<file path="config.mk">
export PLATFORM = sky130hd
export DESIGN_NAME = gst_ctrl
export DESIGN_NICKNAME = d
export VERILOG_FILES = /design/src/gst_pkg.sv /design/src/gst_ctrl.sv
export SDC_FILE = /design/constraint.sdc
export NUM_CORES = 1
export LEC_CHECK = 0
export ABC_AREA = 1
export BUFFER_PORTS_ARGS = -buffer_cell sky130_fd_sc_hd__buf_2
export CAP_MARGIN = 40
export CORE_UTILIZATION = 40
export DETAILED_ROUTE_END_ITERATION = 8
export PLACE_DENSITY = 0.66
export SLEW_MARGIN = 25
export SYNTH_ARGS = -nofsm -noshare
export SYNTH_HDL_FRONTEND = slang
export SYNTH_SLANG_ARGS = --single-unit
</file>
<file path="constraint.sdc">
create_clock -name clock -period 2.2 [get_ports clock]
set_clock_uncertainty 0.15 [all_clocks]
set_input_delay 0.22 -clock clock [delete_from_list [all_inputs] [get_ports clock]]
set_output_delay 0.22 -clock clock [all_outputs]
set_load 0.02 [all_outputs]
</file>
<file path="src/gst_pkg.sv">
package gst_pkg;

   localparam int unsigned DEF_MAX_ELEMENTS = 1024;
   localparam int unsigned DEF_TREE_NODES   = 4096;
   localparam int unsigned REQ_IDX_W        = 10;
   localparam int unsigned CFG_W            = 11;
   localparam int unsigned GCD_W            = 32;
   localparam int unsigned LCM_W            = 64;
   localparam int unsigned VALUE_BITS       = 32;
   localparam int unsigned NODE_W           = 1 + LCM_W + GCD_W;

   localparam logic [GCD_W-1:0] VALUE_MASK = GCD_W'((64'd1 << VALUE_BITS) - 64'd1);

   typedef enum logic {
      CMD_UPDATE = 1'b0,
      CMD_QUERY  = 1'b1
   } cmd_type;

   typedef enum logic {
      STATUS_OK    = 1'b0,
      STATUS_ERROR = 1'b1
   } status_type;

   typedef struct packed {
      logic             sat;
      logic [LCM_W-1:0] lcm;
      logic [GCD_W-1:0] gcd;
   } node_type;

   typedef enum logic [4:0] {
      DP_NOP,
      DP_CLEAR,
      DP_LOAD,
      DP_DESC,
      DP_WR_LEAF,
      DP_UP,
      DP_RD_LCHILD,
      DP_LA_RD_RCHILD,
      DP_LB_RD,
      DP_JOIN_GO,
      DP_WR_JOIN,
      DP_RD_CUR,
      DP_LAB_ACC,
      DP_ACC_TAKE,
      DP_GO_LEFT,
      DP_GO_RIGHT,
      DP_PUSH_GO_LEFT,
      DP_POP,
      DP_RSP_QUERY,
      DP_RSP_UPDATE,
      DP_RSP_ERROR
   } dp_op_type;

   typedef struct packed {
      logic clear_last;
      logic invalid;
      logic is_update;
      logic is_leaf;
      logic at_root;
      logic covered;
      logic go_right;
      logic go_left;
      logic stack_empty;
      logic join_done;
   } ctrl_status_type;

endpackage

</file>
<file path="src/gst_ctrl.sv">
module gst_ctrl (
   input  logic                     clock,
   input  logic                     reset,
   input  logic                     start,
   input  gst_pkg::ctrl_status_type status,
   output logic                     busy,
   output gst_pkg::dp_op_type       op
);

   typedef enum logic [3:0] {
      C_CLEAR,
      C_IDLE,
      C_CHECK,
      C_U_DESC,
      C_U_ASC,
      C_U_RDL,
      C_U_LA,
      C_U_LB,
      C_U_GO,
      C_U_WAIT,
      C_Q_VISIT,
      C_Q_LAB,
      C_Q_GO,
      C_Q_WAIT,
      C_Q_NEXT
   } ctrl_state_type;

   ctrl_state_type state_ff;
   ctrl_state_type state_in;
   logic           busy_ff;

   always_comb begin
      state_in = state_ff;
      op       = gst_pkg::DP_NOP;
      case (state_ff)
         C_CLEAR: begin
            op = gst_pkg::DP_CLEAR;
            if (status.clear_last) begin
               state_in = C_IDLE;
            end
         end
         C_IDLE: begin
            if (start) begin
               op       = gst_pkg::DP_LOAD;
               state_in = C_CHECK;
            end
         end
         C_CHECK: begin
            if (status.invalid) begin
               op       = gst_pkg::DP_RSP_ERROR;
               state_in = C_IDLE;
            end else if (status.is_update) begin
               state_in = C_U_DESC;
            end else begin
               state_in = C_Q_VISIT;
            end
         end
         C_U_DESC: begin
            if (status.is_leaf) begin
               op       = gst_pkg::DP_WR_LEAF;
               state_in = C_U_ASC;
            end else begin
               op = gst_pkg::DP_DESC;
            end
         end
         C_U_ASC: begin
            if (status.at_root) begin
               op       = gst_pkg::DP_RSP_UPDATE;
               state_in = C_IDLE;
            end else begin
               op       = gst_pkg::DP_UP;
               state_in = C_U_RDL;
            end
         end
         C_U_RDL: begin
            op       = gst_pkg::DP_RD_LCHILD;
            state_in = C_U_LA;
         end
         C_U_LA: begin
            op       = gst_pkg::DP_LA_RD_RCHILD;
            state_in = C_U_LB;
         end
         C_U_LB: begin
            op       = gst_pkg::DP_LB_RD;
            state_in = C_U_GO;
         end
         C_U_GO: begin
            op       = gst_pkg::DP_JOIN_GO;
            state_in = C_U_WAIT;
         end
         C_U_WAIT: begin
            if (status.join_done) begin
               op       = gst_pkg::DP_WR_JOIN;
               state_in = C_U_ASC;
            end
         end
         C_Q_VISIT: begin
            if (status.covered) begin
               op       = gst_pkg::DP_RD_CUR;
               state_in = C_Q_LAB;
            end else if (status.go_right) begin
               op = gst_pkg::DP_GO_RIGHT;
            end else if (status.go_left) begin
               op = gst_pkg::DP_GO_LEFT;
            end else begin
               op = gst_pkg::DP_PUSH_GO_LEFT;
            end
         end
         C_Q_LAB: begin
            op       = gst_pkg::DP_LAB_ACC;
            state_in = C_Q_GO;
         end
         C_Q_GO: begin
            op       = gst_pkg::DP_JOIN_GO;
            state_in = C_Q_WAIT;
         end
         C_Q_WAIT: begin
            if (status.join_done) begin
               op       = gst_pkg::DP_ACC_TAKE;
               state_in = C_Q_NEXT;
            end
         end
         C_Q_NEXT: begin
            if (status.stack_empty) begin
               op       = gst_pkg::DP_RSP_QUERY;
               state_in = C_IDLE;
            end else begin
               op       = gst_pkg::DP_POP;
               state_in = C_Q_VISIT;
            end
         end
         default: begin
            state_in = C_IDLE;
         end
      endcase
   end

   always_ff @(posedge clock) begin
      if (reset) begin
         state_ff <= C_CLEAR;
         busy_ff  <= 1'b1;
      end else begin
         state_ff <= state_in;
         busy_ff  <= state_in != C_IDLE;
      end
   end

   assign busy = busy_ff;

endmodule

</file>
==> flow_metrics.py <==
metrics = {
    "cells_and_area": {
        "finish.utilization_pct": 53.47,
        "antenna_cells": 0,
        "drive_above_1_share_pct": 20.45,
        "design_area_um2": 704.4,
        "syn_to_final_growth_pct": 24.28,
        "nets": 146,
    },
    "timing": {
        "relSlewSlack_pct": 70.89,
        "fraction_of_the_cycle_the_final_worst_path_needs_pct": 90.18,
        "timing.final.hold_violations": 0,
        "setup_tns_ns": 0,
        "fmaxAchievable_ghz": 0.5040,
        "final-setup-viol-count": 0,
        "grt_setup_unrepaired": "false",
        "timing_max_transition_violations_final": 0,
        "post-route-min-period_ns": 1.984,
        "worst_pin_slew_ns": 0.4350,
        "post-route-worst-setup-slack_ns": 0.2160,
    },
    "detailed_routing": {
        "detail-route-antenna-nets": 0,
        "first_iter_violations": 111,
        "detail_route.vias_per_cell": 5.422,
        "detailroute.via_count": 797,
        "first_pass_iters": 7,
        "route.detailed.drc": 4,
        "wl_per_cell_um": 11.38,
        "postRouteWirelength_mm": 1.673,
    },
    "logic_synthesis": {
        "synthesis.nets": 123,
        "ys_dominant_reg_cell": "dfxtp_1",
        "netlist_area_um2": 566.8,
        "yosys.area.top_type": "nand2_1",
        "post-synth-top-count-cell": "nand2_1",
        "synth_top_cells_by_area": "nand2_1, dfxtp_1, nand3_1",
        "post_synth_inst_count": 110,
        "synth-seq-area-share_pct": 17.66,
        "synth_enable_flop_cells": 0,
        "synth_cell_types": 17,
        "synth_common_cells": "nand2_1, nor2_1, nand3_1",
        "ys_async_sr_fraction_pct": 0,
        "syn_area_per_cell_um2": 5.153,
        "ys.warnings.count": 0,
        "synth_largest_type_area_fraction_pct": 19.87,
        "ys_seq_elements": 5,
    },
    "power_and_ir_drop": {
        "netSwitchingFraction_pct": 36.67,
        "power_frac_comb_pct": 35.5,
        "seq_power_share_pct": 33.2,
        "power_report.internal_total_mw": 0.2085,
        "clkPwrFrac_pct": 31.3,
        "total_power_mw": 0.3292,
        "vdd_drop_max_mv": 0.2619,
        "p_per_area_nw_per_um2": 467.4,
        "power_leakage_nw": 0.4327,
        "p_sw_mw": 0.1207,
    },
    "global_routing": {
        "number_of_global_route_vias_before_repair": 602,
        "global_route.overflow_total": 0,
        "gr-usage-all-layers_pct": 24.09,
        "grt_antenna_before_repair": 0,
        "global_route_wire_length_before_repair_mm": 2.511,
        "grt_max_degree": 9,
    },
    "floorplan": {
        "die_h_um": 39.64,
        "floorplan.die_area_um2": 1571,
        "top_level_ports": 19,
        "width_of_the_chip_um": 39.64,
        "initial_core_util_pct": 43.02,
        "placement_rows": 13,
        "floorplan.core_area_um2": 1318,
    },
    "clock_tree": {
        "cts_buffer_depth": 2,
        "cts_inserted_buffers": 3,
        "cts-htree-levels": 1,
        "ctsHoldBuffers": 0,
        "worst_skew_pair_latency_ns": 0.23,
        "cts.clk_slew.worst_paths_ns": 0.04,
        "clkSinkCount": 5,
        "postCtsResizedCells": 0,
        "post-cts-setup-buffers": 0,
        "tritoncts_clock_tree": "yes",
        "cts.root.buffer_cell": "clkbuf_4",
    },
    "setup_path": {
        "path_max_fanout": 8,
        "worst_setup_path_start_kind": "flop",
        "crit_required_ns": 1.83,
        "worst_ep_arrival_time_ns": 1.61,
        "capturing_element_type_of_the_critical_path": "primary output",
        "critical_path.reg2reg.startpoint": "state_ff[1]",
        "setup.worst_path.start": "state_ff[1]",
        "crit_type": "reg2out",
    },
    "placement": {
        "placedInstanceArea_um2": 678.2,
        "gp_congestion": 0.9631,
        "io_buffer_count": 18,
        "place_worst_setup_slack_ns": 0.4860,
        "dp.final_hpwl_mm": 1.300,
    },
    "status": {
        "violations_in_the_final_reports": "design-rule violations",
        "status": "complete, but fails checks",
    },
    "hold_path": {
        "min_path_type": "in2reg",
        "hold_path.startpoint": "reset",
    },
    "job": {
        "cap_viol_max_count": 0,
    },
}
==> cells by family after synthesis <==
kind of cell           count (synthesis)  synth area share (%)
and+or+nand+nor                       78                 61.37
DFF                                    5                 17.66
buffers and inverters                 18                 12.14
AOI/OAI and AO/OA                      9                 8.829
==> worst max-delay path, cell delays in order (launching register included) <==
cell     delay [ns]
dfxtp_1        0.44
inv_2          0.08
nor2_4         0.18
nand2_1        0.17
o21ai_0        0.22
nor2_1         0.07
nand2_1        0.06
buf_2          0.16
==> layer usage <==
metal,wire length (um),vias up,track usage [%]
li1,-,400,-
met1,734,353,34.58
met2,765,40,37.30
met3,148,4,3.409
met4,24,0,5.172
met5,0,-,0
==> metrics by stage <==
step,hold slack [ns],cells
4_1_cts,0.02318,147
3_3_place_gp,0.2602,143
3_5_place_dp,0.2671,143
5_1_grt,0.03436,147
2_1_floorplan,0.1391,110
6_report,0.02888,147
==> power by group through the flow <==
stage,clock network (mW),registers (mW),logic [mW]
floorplan,0,0.113,0.0725
global placement,0,0.110,0.114
detailed placement,0,0.111,0.114
CTS,0.105,0.109,0.115
global route,0.110,0.111,0.130
finish,0.103,0.109,0.117
==> placed cells by master, fill, tap and decap left out <==
cell and count:
nand2_1 30, nor2_1 20, buf_2 18, nand3_1 16, inv_1 15, nand4_1 6, dfxtp_1 5, o21ai_0 3
a21oi_1 3, clkbuf_4 3, inv_2 2, nor2_2 2, a31oi_1 2, nor2_4 1, o21a_1 1, nand3b_1 1
nor3_1 1, and2_1 1, clkbuf_1 1, buf_4 1
==> registers in the layout, summed over array words and instances, names as in the netlist <==
signal    flops
state_ff      4
busy          1
==> area by class of cell <==
type                            instances  area (um2)
Fill cell                             142       613.1
Clock buffer                            4       26.28
Tap cell                               15       18.77
Multi-Input combinational cell         87       397.9
Sequential cell                         5       100.1
Timing Repair Buffer                   19       97.59
Inverter                               17       63.81
==> path summary, 6_finish.rpt <==
path	endpoint	slack, ns	cells after the start
max	op[1]	0.22	7
min	state_ff[1]	0.03	2
max reg2reg	busy	0.62	9
min reg2reg	busy	0.56	5
Note: power is estimated with default switching activity, not from simulation.
